### src/sv/ccr_pkg.sv
// Shared types and constants for the CJK cardinal reading block.
package ccr_pkg;

    localparam int unsigned NUM_DIGITS = 16;
    localparam int unsigned POS_W      = $clog2(NUM_DIGITS);
    localparam int unsigned WORD_W     = 4 * NUM_DIGITS;

    localparam logic [1:0] KIND_DIGIT   = 2'd0;
    localparam logic [1:0] KIND_UNIT    = 2'd1;
    localparam logic [1:0] KIND_INVALID = 2'd2;

    localparam logic [3:0] UNIT_WAN = 4'd3;
    localparam logic [3:0] UNIT_YI  = 4'd4;

    typedef enum logic [2:0] {
        S_IDLE,
        S_SCAN,
        S_DIGIT,
        S_UNIT,
        S_MARK,
        S_MARK_YI
    } t_state;

    // Controller to datapath
    typedef struct packed {
        logic       load;
        logic       latch_lo;
        logic       emit;
        logic [1:0] kind;
        logic [3:0] value;
        logic       last;
        logic       set_pending;
        logic       clr_pending;
        logic       set_emitted;
        logic       q_dec;
        logic       q_dec4;
    } t_cmd;

    // Datapath to controller
    typedef struct packed {
        logic       invalid;
        logic       nonzero;
        logic       grp_zero;
        logic       dig_zero;
        logic [3:0] digit;
        logic [1:0] k;
        logic [1:0] g;
        logic       pending;
        logic       emitted;
        logic       is_lo;
        logic       g_is_lo;
        logic       out_free;
    } t_stat;

endpackage

### src/sv/ccr_datapath.sv
// Datapath: number register, digit cursor, zero flags and output register.
module ccr_datapath (
    input  logic                         i_clk,
    input  logic                         i_rst_n,
    input  logic [ccr_pkg::WORD_W-1:0]   i_bcd_digits,
    input  ccr_pkg::t_cmd                i_cmd,
    output ccr_pkg::t_stat               o_stat,
    output logic                         o_out_valid,
    input  logic                         i_out_ready,
    output logic [1:0]                   o_token_kind,
    output logic [3:0]                   o_token_value,
    output logic                         o_last_token
);

    logic [ccr_pkg::WORD_W-1:0] r_word;
    logic [ccr_pkg::POS_W-1:0]  r_q;
    logic [ccr_pkg::POS_W-1:0]  r_q_lo;
    logic                       r_pending;
    logic                       r_emitted;
    logic                       r_out_valid;
    logic [1:0]                 r_kind;
    logic [3:0]                 r_value;
    logic                       r_last;

    logic                       invalid;
    logic                       nonzero;
    logic [ccr_pkg::POS_W-1:0]  lo_pos;
    logic [3:0]                 digit;
    logic [15:0]                grp_bits;

    // whole-number checks and lowest nonzero digit
    always_comb begin
        logic [3:0] nib;
        invalid = 1'b0;
        nonzero = 1'b0;
        lo_pos  = '0;
        for (int i = ccr_pkg::NUM_DIGITS - 1; i >= 0; i--) begin
            nib = r_word[4*i +: 4];
            if (nib > 4'd9) invalid = 1'b1;
            if (nib != 4'd0) begin
                nonzero = 1'b1;
                lo_pos  = ccr_pkg::POS_W'(i);
            end
        end
    end

    assign digit    = r_word[{r_q, 2'b00} +: 4];
    assign grp_bits = r_word[{r_q[ccr_pkg::POS_W-1:2], 4'b0000} +: 16];

    always_comb begin
        o_stat          = '0;
        o_stat.invalid  = invalid;
        o_stat.nonzero  = nonzero;
        o_stat.grp_zero = (grp_bits == 16'd0);
        o_stat.dig_zero = (digit == 4'd0);
        o_stat.digit    = digit;
        o_stat.k        = r_q[1:0];
        o_stat.g        = r_q[ccr_pkg::POS_W-1:2];
        o_stat.pending  = r_pending;
        o_stat.emitted  = r_emitted;
        o_stat.is_lo    = (r_q == r_q_lo);
        o_stat.g_is_lo  = (r_q[ccr_pkg::POS_W-1:2] == r_q_lo[ccr_pkg::POS_W-1:2]);
        o_stat.out_free = !r_out_valid || i_out_ready;
    end

    always_ff @(posedge i_clk) begin
        if (i_cmd.load) begin
            r_word <= i_bcd_digits;
        end
        if (i_cmd.latch_lo) begin
            r_q_lo <= lo_pos;
        end
        if (i_cmd.emit) begin
            r_kind  <= i_cmd.kind;
            r_value <= i_cmd.value;
            r_last  <= i_cmd.last;
        end
    end

    always_ff @(posedge i_clk) begin
        if (!i_rst_n) begin
            r_q         <= '1;
            r_pending   <= 1'b0;
            r_emitted   <= 1'b0;
            r_out_valid <= 1'b0;
        end else begin
            if (i_cmd.load) begin
                r_q       <= '1;
                r_pending <= 1'b0;
                r_emitted <= 1'b0;
            end else begin
                if (i_cmd.q_dec4) begin
                    r_q <= ccr_pkg::POS_W'(r_q - ccr_pkg::POS_W'(4));
                end else if (i_cmd.q_dec) begin
                    r_q <= ccr_pkg::POS_W'(r_q - ccr_pkg::POS_W'(1));
                end
                if (i_cmd.set_pending) begin
                    r_pending <= 1'b1;
                end else if (i_cmd.clr_pending) begin
                    r_pending <= 1'b0;
                end
                if (i_cmd.set_emitted) begin
                    r_emitted <= 1'b1;
                end
            end
            if (i_cmd.emit) begin
                r_out_valid <= 1'b1;
            end else if (i_out_ready) begin
                r_out_valid <= 1'b0;
            end
        end
    end

    assign o_out_valid   = r_out_valid;
    assign o_token_kind  = r_kind;
    assign o_token_value = r_value;
    assign o_last_token  = r_last;

endmodule

### src/sv/ccr_ctrl.sv
// Controller: walks the digits and decides which token goes out next.
module ccr_ctrl (
    input  logic           i_clk,
    input  logic           i_rst_n,
    input  logic           i_in_valid,
    output logic           o_in_ready,
    input  ccr_pkg::t_stat i_stat,
    output ccr_pkg::t_cmd  o_cmd
);

    ccr_pkg::t_state r_state;
    ccr_pkg::t_state n_state;

    always_ff @(posedge i_clk) begin
        if (!i_rst_n) begin
            r_state <= ccr_pkg::S_IDLE;
        end else begin
            r_state <= n_state;
        end
    end

    always_comb begin
        logic drop;
        drop       = !i_stat.emitted && (i_stat.k == 2'd1) && (i_stat.digit == 4'd1);
        n_state    = r_state;
        o_cmd      = '0;
        o_in_ready = 1'b0;
        unique case (r_state)
            ccr_pkg::S_IDLE: begin
                o_in_ready = 1'b1;
                if (i_in_valid) begin
                    o_cmd.load = 1'b1;
                    n_state    = ccr_pkg::S_SCAN;
                end
            end
            ccr_pkg::S_SCAN: begin
                o_cmd.latch_lo = 1'b1;
                if (i_stat.out_free) begin
                    if (i_stat.invalid) begin
                        o_cmd.emit  = 1'b1;
                        o_cmd.kind  = ccr_pkg::KIND_INVALID;
                        o_cmd.value = 4'd0;
                        o_cmd.last  = 1'b1;
                        n_state     = ccr_pkg::S_IDLE;
                    end else if (!i_stat.nonzero) begin
                        o_cmd.emit  = 1'b1;
                        o_cmd.kind  = ccr_pkg::KIND_DIGIT;
                        o_cmd.value = 4'd0;
                        o_cmd.last  = 1'b1;
                        n_state     = ccr_pkg::S_IDLE;
                    end else begin
                        n_state = ccr_pkg::S_DIGIT;
                    end
                end
            end
            ccr_pkg::S_DIGIT: begin
                if (i_stat.k == 2'd3 && i_stat.grp_zero) begin
                    // empty group: skip all four digits
                    o_cmd.set_pending = 1'b1;
                    o_cmd.q_dec4      = 1'b1;
                end else if (i_stat.dig_zero) begin
                    o_cmd.set_pending = 1'b1;
                    if (i_stat.k == 2'd0) begin
                        n_state = ccr_pkg::S_MARK;
                    end else begin
                        o_cmd.q_dec = 1'b1;
                    end
                end else if (i_stat.pending && i_stat.emitted) begin
                    if (i_stat.out_free) begin
                        o_cmd.emit        = 1'b1;
                        o_cmd.kind        = ccr_pkg::KIND_DIGIT;
                        o_cmd.value       = 4'd0;
                        o_cmd.clr_pending = 1'b1;
                    end
                end else if (drop) begin
                    // leading one in the tens place reads as plain "ten"
                    o_cmd.set_emitted = 1'b1;
                    o_cmd.clr_pending = 1'b1;
                    n_state           = ccr_pkg::S_UNIT;
                end else if (i_stat.out_free) begin
                    o_cmd.emit        = 1'b1;
                    o_cmd.kind        = ccr_pkg::KIND_DIGIT;
                    o_cmd.value       = i_stat.digit;
                    o_cmd.set_emitted = 1'b1;
                    o_cmd.clr_pending = 1'b1;
                    if (i_stat.k != 2'd0) begin
                        n_state = ccr_pkg::S_UNIT;
                    end else if (i_stat.g == 2'd0) begin
                        o_cmd.last = 1'b1;
                        n_state    = ccr_pkg::S_IDLE;
                    end else begin
                        n_state = ccr_pkg::S_MARK;
                    end
                end
            end
            ccr_pkg::S_UNIT: begin
                if (i_stat.out_free) begin
                    o_cmd.emit  = 1'b1;
                    o_cmd.kind  = ccr_pkg::KIND_UNIT;
                    o_cmd.value = {2'b00, 2'(i_stat.k - 2'd1)};
                    if (i_stat.is_lo && i_stat.g == 2'd0) begin
                        o_cmd.last = 1'b1;
                        n_state    = ccr_pkg::S_IDLE;
                    end else begin
                        o_cmd.q_dec = 1'b1;
                        n_state     = ccr_pkg::S_DIGIT;
                    end
                end
            end
            ccr_pkg::S_MARK: begin
                if (i_stat.out_free) begin
                    case (i_stat.g)
                        2'd1, 2'd2: begin
                            o_cmd.emit  = 1'b1;
                            o_cmd.kind  = ccr_pkg::KIND_UNIT;
                            o_cmd.value = (i_stat.g == 2'd1) ? ccr_pkg::UNIT_WAN
                                                             : ccr_pkg::UNIT_YI;
                            if (i_stat.g_is_lo) begin
                                o_cmd.last = 1'b1;
                                n_state    = ccr_pkg::S_IDLE;
                            end else begin
                                o_cmd.q_dec = 1'b1;
                                n_state     = ccr_pkg::S_DIGIT;
                            end
                        end
                        2'd3: begin
                            o_cmd.emit  = 1'b1;
                            o_cmd.kind  = ccr_pkg::KIND_UNIT;
                            o_cmd.value = ccr_pkg::UNIT_WAN;
                            n_state     = ccr_pkg::S_MARK_YI;
                        end
                        default: begin
                            n_state = ccr_pkg::S_IDLE;
                        end
                    endcase
                end
            end
            ccr_pkg::S_MARK_YI: begin
                if (i_stat.out_free) begin
                    o_cmd.emit  = 1'b1;
                    o_cmd.kind  = ccr_pkg::KIND_UNIT;
                    o_cmd.value = ccr_pkg::UNIT_YI;
                    if (i_stat.g_is_lo) begin
                        o_cmd.last = 1'b1;
                        n_state    = ccr_pkg::S_IDLE;
                    end else begin
                        o_cmd.q_dec = 1'b1;
                        n_state     = ccr_pkg::S_DIGIT;
                    end
                end
            end
            default: begin
                n_state = ccr_pkg::S_IDLE;
            end
        endcase
    end

endmodule

### src/sv/cjk_cardinal_reading_top.sv
// Top level of the CJK cardinal reading block: number in, reading tokens out.
//
// Input channel (i_in_valid / o_in_ready): one transfer carries a number as
// sixteen packed BCD nibbles, most significant first.
// Output channel (o_out_valid / i_out_ready): one transfer per token; kind is
// digit glyph, unit glyph or invalid, and o_last_token marks the final token.
// The number is taken in the idle state and checked in the scan state; the
// walk then emits the tokens, and also spends a step on each zero digit
// walked, each all-zero group of four skipped and a dropped leading one.
// A zero or invalid number has its single token emitted from the scan
// state, as soon as the output register is free.
// A new number is taken once the previous one's last token sits in the output
// register, so the next number's scan overlaps that token's drain.
// Reset clears the controller to idle and empties the output register.
// When the receiver stalls, the walk holds at the next token to emit until
// the output register frees up; no token is lost or repeated.
module cjk_cardinal_reading_top (
    input  logic                       i_clk,
    input  logic                       i_rst_n,
    input  logic                       i_in_valid,
    output logic                       o_in_ready,
    input  logic [ccr_pkg::WORD_W-1:0] i_bcd_digits,
    output logic                       o_out_valid,
    input  logic                       i_out_ready,
    output logic [1:0]                 o_token_kind,
    output logic [3:0]                 o_token_value,
    output logic                       o_last_token
);

    ccr_pkg::t_cmd  cmd;
    ccr_pkg::t_stat stat;

    // sequencer: scan, digit walk, units and group markers
    ccr_ctrl u_ctrl (
        .i_clk      (i_clk),
        .i_rst_n    (i_rst_n),
        .i_in_valid (i_in_valid),
        .o_in_ready (o_in_ready),
        .i_stat     (stat),
        .o_cmd      (cmd)
    );

    // number register, cursor, zero flags, token output register
    ccr_datapath u_dp (
        .i_clk         (i_clk),
        .i_rst_n       (i_rst_n),
        .i_bcd_digits  (i_bcd_digits),
        .i_cmd         (cmd),
        .o_stat        (stat),
        .o_out_valid   (o_out_valid),
        .i_out_ready   (i_out_ready),
        .o_token_kind  (o_token_kind),
        .o_token_value (o_token_value),
        .o_last_token  (o_last_token)
    );

endmodule

### config.mk
export PLATFORM = sky130hd
export DESIGN_NAME = cjk_cardinal_reading_top
export DESIGN_NICKNAME = d
export VERILOG_FILES = /design/src/sv/ccr_pkg.sv /design/src/sv/ccr_datapath.sv /design/src/sv/ccr_ctrl.sv /design/src/sv/cjk_cardinal_reading_top.sv
export SDC_FILE = /design/constraint.sdc
export NUM_CORES = 1
export LEC_CHECK = 0
export ABC_AREA = 1
export BUFFER_PORTS_ARGS = -buffer_cell sky130_fd_sc_hd__clkbuf_2
export CELL_PAD_IN_SITES_DETAIL_PLACEMENT = 1
export CELL_PAD_IN_SITES_GLOBAL_PLACEMENT = 1
export CORE_MARGIN = 2
export CORE_UTILIZATION = 25
export CTS_BUF_LIST = sky130_fd_sc_hd__clkbuf_2
export CTS_CLUSTER_SIZE = 40
export DETAILED_ROUTE_END_ITERATION = 10
export HOLD_SLACK_MARGIN = 0.02
export PLACE_DENSITY = 0.6
export SETUP_SLACK_MARGIN = 0.5
export SLEW_MARGIN = 30
export SYNTH_ARGS = -nofsm -noshare
export SYNTH_HDL_FRONTEND = slang
export SYNTH_SLANG_ARGS = --single-unit
export TNS_END_PERCENT = 100
### constraint.sdc
create_clock -name i_clk -period 8.5 [get_ports i_clk]
set_input_delay 0 -clock i_clk [delete_from_list [all_inputs] [get_ports i_clk]]
set_output_delay 0 -clock i_clk [all_outputs]
set_load 0.01 [all_outputs]
Word-level counts from Yosys, hierarchy flattened
Cells that the tools add are included.
{"block": "word_totals", "register_bits": 85, "input_bits": 68, "output_inout_bits": 9, "word_cells": 214}
{"block": "classes", "n_addsub": 3, "order_cmp": 16, "eq_ne": 22, "n_shift": 2, "n_mux": 118, "bitwise": 1, "n_reduce_logical": 39}
{"cell": "8-bit two-way mux", "n": 10}
{"cell": "4-bit > comparator (second input constant)", "n": 16}
{"cell": "4-bit nonzero test", "n": 16}
{"cell": "64-bit by 7-bit variable part select with 16-bit output", "n": 1}
{"cell": "64-bit by 7-bit variable part select with 4-bit output", "n": 1}
{"cell": "1-bit two-way mux", "n": 62}
{"cell": "3-bit two-way mux", "n": 20}
{"cell": "4-bit two-way mux", "n": 10}
{"cell": "8-bit one-hot mux with 5 select lines", "n": 1}
{"cell": "2-bit two-way mux", "n": 9}
{"cell": "3-bit one-hot mux with 6 select lines", "n": 1}
{"cell": "16-bit zero test", "n": 1}
{"cell": "7-bit two-way mux", "n": 2}
{"cell": "7-bit one-hot mux with 2 select lines", "n": 1}
{"cell": "2-bit inequality test (second input constant)", "n": 6}
{"cell": "9-bit AND reduction", "n": 1}
{"cell": "2-bit nonzero test", "n": 4}
{"cell": "8-bit OR reduction", "n": 1}
{"cell": "2-bit equality test (second input constant)", "n": 3}
{"cell": "3-bit by 2-bit equality test with 1-bit output (second input constant)", "n": 2}
{"cell": "3-bit equality test (second input constant)", "n": 2}
{"cell": "3-bit one-hot mux with 2 select lines", "n": 1}
{"cell": "2-bit OR reduction", "n": 3}
{"cell": "1-bit logical AND", "n": 5}
{"cell": "19 further kinds", "n": 22}

Logic depth before layout (Yosys ltp)
{"block": "logic_depth", "ltp_word": 22, "mapped_depth": 17}

By module
A second synthesis with hierarchy kept.
{"block": "hier_totals", "cells_unflattened": 492, "hier_area_um2": 4560.6}
{"mod": "ccr_datapath", "instances": 1, "cells_per_inst": 339, "area_each_um2": 3731.1, "seq_area_each_um2": 2392.3}
{"mod": "ccr_ctrl", "instances": 1, "cells_per_inst": 153, "area_each_um2": 829.5, "seq_area_each_um2": 60.1}

Worst setup path before layout
No wires, ideal clock.
{"block": "synth_path", "path_kind": "register to register", "from": "reg u_ctrl.r_state[0]", "to": "reg u_dp.r_word[0] in the netlist's numbering (enable)", "setup_time_ns": 0.486, "arrival_ns": 3.475, "required_time_ns": 8.014, "setup_slack_ns": 4.539, "path_stages_with_launch": 6, "n_path_buf": 0, "path_cell_list": "dfxtp_1 nor2_1 inv_1 nor2_1 inv_1 nor2_1"}
{"item": "start: declaration", "line": "ccr_ctrl.sv:11", "rtl": "ccr_pkg::t_state r_state;"}
{"item": "start signal: assignment", "line": "ccr_ctrl.sv:16", "rtl": "r_state <= ccr_pkg::S_IDLE;"}
{"item": "start signal: assignment", "line": "ccr_ctrl.sv:18", "rtl": "r_state <= n_state;"}
{"item": "end signal: assignment", "line": "ccr_datapath.sv:68", "rtl": "r_word <= i_bcd_digits;"}
{"item": "end: declaration", "line": "ccr_datapath.sv:15", "rtl": "logic [ccr_pkg::WORD_W-1:0] r_word;"}

Worst setup path after layout
{"block": "layout_path", "from": "reg u_dp.r_q[1] in the netlist's numbering", "to": "reg u_ctrl.r_state[0]"}
{"block": "layout_between", "elab_chain_cells": 8}
{"item": "start: declaration", "line": "ccr_datapath.sv:16", "rtl": "logic [ccr_pkg::POS_W-1:0] r_q;"}
{"item": "start signal: assignment", "line": "ccr_datapath.sv:93", "rtl": "r_q <= ccr_pkg::POS_W'(r_q - ccr_pkg::POS_W'(4));"}
{"item": "start signal: assignment", "line": "ccr_datapath.sv:95", "rtl": "r_q <= ccr_pkg::POS_W'(r_q - ccr_pkg::POS_W'(1));"}
{"item": "64-bit by 7-bit variable part select with 4-bit output (tied with other cells)", "line": "ccr_datapath.sv:47", "rtl": "assign digit = r_word[{r_q, 2'b00} +: 4];"}
{"item": "4-bit by 1-bit equality test with 1-bit output (tied with other cells)", "line": "ccr_ctrl.sv:24", "rtl": "drop = !i_stat.emitted && (i_stat.k == 2'd1) && (i_stat.digit == 4'd1);"}
{"item": "1-bit logical AND or 3-bit two-way mux (tied branches)", "line": "ccr_ctrl.sv:24, ccr_ctrl.sv:80"}
{"item": "3-bit two-way mux", "line": "ccr_ctrl.sv:75", "rtl": "end else if (drop) begin"}
{"item": "3-bit two-way mux", "line": "ccr_ctrl.sv:68", "rtl": "end else if (i_stat.pending && i_stat.emitted) begin"}
{"item": "3-bit two-way mux", "line": "ccr_ctrl.sv:61", "rtl": "end else if (i_stat.dig_zero) begin"}
{"item": "3-bit two-way mux", "line": "ccr_ctrl.sv:57", "rtl": "if (i_stat.k == 2'd3 && i_stat.grp_zero) begin"}
{"item": "3-bit one-hot mux with 6 select lines", "line": "ccr_ctrl.sv:28", "rtl": "unique case (r_state)"}
Several ways; a longest one is shown, not always the timed one. The select of a mux whose other input is x is not followed.
A chain may end at the register's enable or synchronous reset.

==> results.yml <==
logic_synthesis:
  synth-seq-cells: 85
  synth_edf_count: 75
  yosysWarnings: 0
  yosysTopAreaCellShare: 0.4879
  yosys.cell_types.count: 37
  synth_top_area_cell: "edfxtp_1"
  synthTopCellsByCount: "nand2_1, inv_1, edfxtp_1, nand3_1, nor2_1"
  async_reset_ff_frac: 0
  syn-num-nets: 615
  synth.most_common_cell: "nand2_1"
  syn_inst: 538
  ys_seq_area_frac: 0.5313
  synth_area_mm2: 0.004616
  synth_ff_type: "edfxtp_1"
  avgSynthCellArea_um2: 8.579
  synth_top_cells_by_area: "edfxtp_1, nand2_1, nand3_1"
final_layout:
  multi_input_area_mm2: 0.001700
  fin_cells: 913
  fin_util: 0.3293
  syn_to_final_growth_pct: 28.60
  drive_gt1_frac: 0.1579
  fin_nets: 758
  fill_cells: 2181
  ff_latch_area_mm2: 0.002452
  antenna_cells: 0
worst_setup_path:
  cp_common_cell: "nand3_1"
  path_delay_family: "simple AND/OR/NAND/NOR gates"
  crit_cells: 13
  path_cells: "inv_4, nand3_1, nand3_1, nand3_1, nand2_1, nor2_4, nand2_2, nor2_2, nor2_1, nand2_2, nand2_1, a21oi_1, dlygate4sd3_1"
  r2r-end: "u_ctrl.r_state[0]$_SDFFE_PN0P_"
  path_buf_inv: 2
  worstSetupPathType: "flip-flop to flip-flop"
  crit_fanout: 21
  worst_path_max_delay_cell: "dfxtp_1"
  ff2ff_path_depth: 13
  regToRegSetupSlack_ps: 5390
  start_kind: "flip-flop"
  arrival_ps: 3650
  regToRegStartpoint: "u_dp.r_q[1]$_SDFFE_PP1P_"
  max_stage_delay_ps: 950
  critPathLaunch: "u_dp.r_q[1]$_SDFFE_PP1P_"
  required_ps: 9040
  cp-endpoint: "u_ctrl.r_state[0]$_SDFFE_PN0P_"
  cp-end-kind: "flip-flop"
timing:
  hold_violations: 0
  max_clock_freq_ghz: 0.3218
  min_period_over_period: 0.3656
  fin_tns_setup_ps: 0
  setup_viol: 0
  slew_headroom: 0.4096
  post-route-min-period_ps: 3107
  worst_pin_slew_ps: 884.3
  grt_setup_unrepaired: "false"
  finClkSkew_ps: 34.67
  slew_viol_final: 0
floorplanning:
  die_w_um: 139.9
  fp.dieH_um: 139.9
  die_area_mm2: 0.01957
  initial_core_util: 0.2561
  core_area_mm2: 0.01802
  io_pins: 77
  rows: 49
power:
  irDropWorstVdd_v: 0.0001051
  leakage_nw: 2.675
  powerDensity_mw_per_mm2: 254.1
  power.total_mw: 1.508
global_routing:
  first_global_vias: 4307
  antenna_found_initial: 0
  grt_pass1_wl_um: 21650
  grt_start_max_net_pins: 65
  track_usage: 0.1405
  grt_overflow: 0
clock_network:
  post_cts_resized: 0
  cts_hold_buf: 68
  clkSlewWorstSetupHoldPaths_ps: 230
  cts_buffers: 9
  cts.sinks: 85
  clk_latency_ps: 570
  htree_levels: 3
  cts_tree: "done"
  clockRootBuffer: "clkbuf_2"
  cts_setup_buffers: 0
  clock_path_buffers: 2
drt:
  vias: 4064
  dr.pass1.iters: 4
  drcViolationCount: 0
  dr.first_iter.drc_count: 161
  vias_per_cell: 4.451
  ant_nets: 0
  wl_um: 13250
  wl_per_cell_um: 14.51
placed_design:
  place.port_buffers: 76
  dp_cells: 831
  routabilityCongestion: 0.8438
  post-dp-hpwl_um: 9983
hold_path:
  hold_class: "input pin to flip-flop"
status:
  outcome: "finished clean"
job:
  maxCapViolations: 0
==> sequential cells by signal (all words and copies together), names as in the netlist <==
signal / flops
u_dp.r_q_lo: 4
u_dp.o_last_token: 1
u_dp.o_token_value: 4
u_dp.r_emitted: 1
u_dp.o_token_kind: 2
u_dp.r_q: 4
u_dp.r_word: 64
u_ctrl.r_state: 3
u_dp.r_pending: 1
u_dp.o_out_valid: 1
==> how the worst min path moves through the flow <==
stage          cells past startpoint             start                        end  slack, ps
6_report                           2  i_bcd_digits[34]  u_dp.r_word[34]$_DFFE_PP_        140
5_1_grt                            2  i_bcd_digits[34]  u_dp.r_word[34]$_DFFE_PP_         60
4_1_cts                            2  i_bcd_digits[34]  u_dp.r_word[34]$_DFFE_PP_         80
3_5_place_dp                       1  i_bcd_digits[36]  u_dp.r_word[36]$_DFFE_PP_        180
3_3_place_gp                       1  i_bcd_digits[27]  u_dp.r_word[27]$_DFFE_PP_        180
2_1_floorplan                      0   i_bcd_digits[0]   u_dp.r_word[0]$_DFFE_PP_        100
==> report_power, final <==
group	switching, mW	total (mW)	internal, mW	leakage [nW]
Clock	0.134	0.167	0.0338	0.0525
Sequential	0.0708	0.693	0.623	0.792
Combinational	0.440	0.647	0.207	1.83
Total	0.645	1.51	0.863	2.67
==> metrics by stage <==
stage          cell area [um^2]  hold WS [ps]  worst slack (ps)
6_report                   5936         136.7              5393
5_1_grt                    5936         63.89              5119
4_1_cts                    5936         78.49              5320
3_5_place_dp               5187         179.1              5642
3_3_place_gp               5187         176.4              5738
2_1_floorplan              4616         98.87              4539
==> area by class of cell <==
cell class,instances,area share
Sequential cell,85,0.4132
Multi-Input combinational cell,347,0.2865
Timing Repair Buffer,146,0.1813
Inverter,92,0.05944
Tap cell,229,0.04827
Clock buffer,10,0.008432
Clock inverter,4,0.002951
==> logic make-up (layout without fill, tap and decap cells) <==
kind of cell	after synthesis	in the layout	share of synthesized area
AOI/OAI and AO/OA	60	60	0.07238
DFF	85	85	0.5313
and+or+nand+nor	275	275	0.2643
buffers and inverters	106	252	0.1019
adders and majority gates	9	9	0.02440
xor gates and xnor gates	3	3	0.005694
==> layout by cell type, fill, tap and decap left out, types with 3 or more instances in the layout <==
cell | netlist | final
nand2_2 | 7 | 7
nor2_1 | 50 | 49
nor3_1 | 6 | 6
nor2_4 | 2 | 3
o21ai_1 | 5 | 5
a21oi_1 | 19 | 19
dlygate4sd3_1 | 0 | 68
clkbuf_2 | 1 | 86
dfxtp_1 | 10 | 10
nand3_1 | 75 | 75
ha_1 | 9 | 9
inv_1 | 89 | 89
nand2_1 | 118 | 118
o211ai_1 | 7 | 7
edfxtp_1 | 75 | 75
o21ai_0 | 22 | 22
nand4_1 | 11 | 11
==> per-layer routing <==
layer  vias up  routed length, um  track usage
li1       2059                  -            -
met1      1910               5933       0.1717
met2        83               6657       0.2462
met3        12                492      0.03200
met4         0                167      0.04316
met5         -                  0            0
Power figures use the tool's default switching activity.
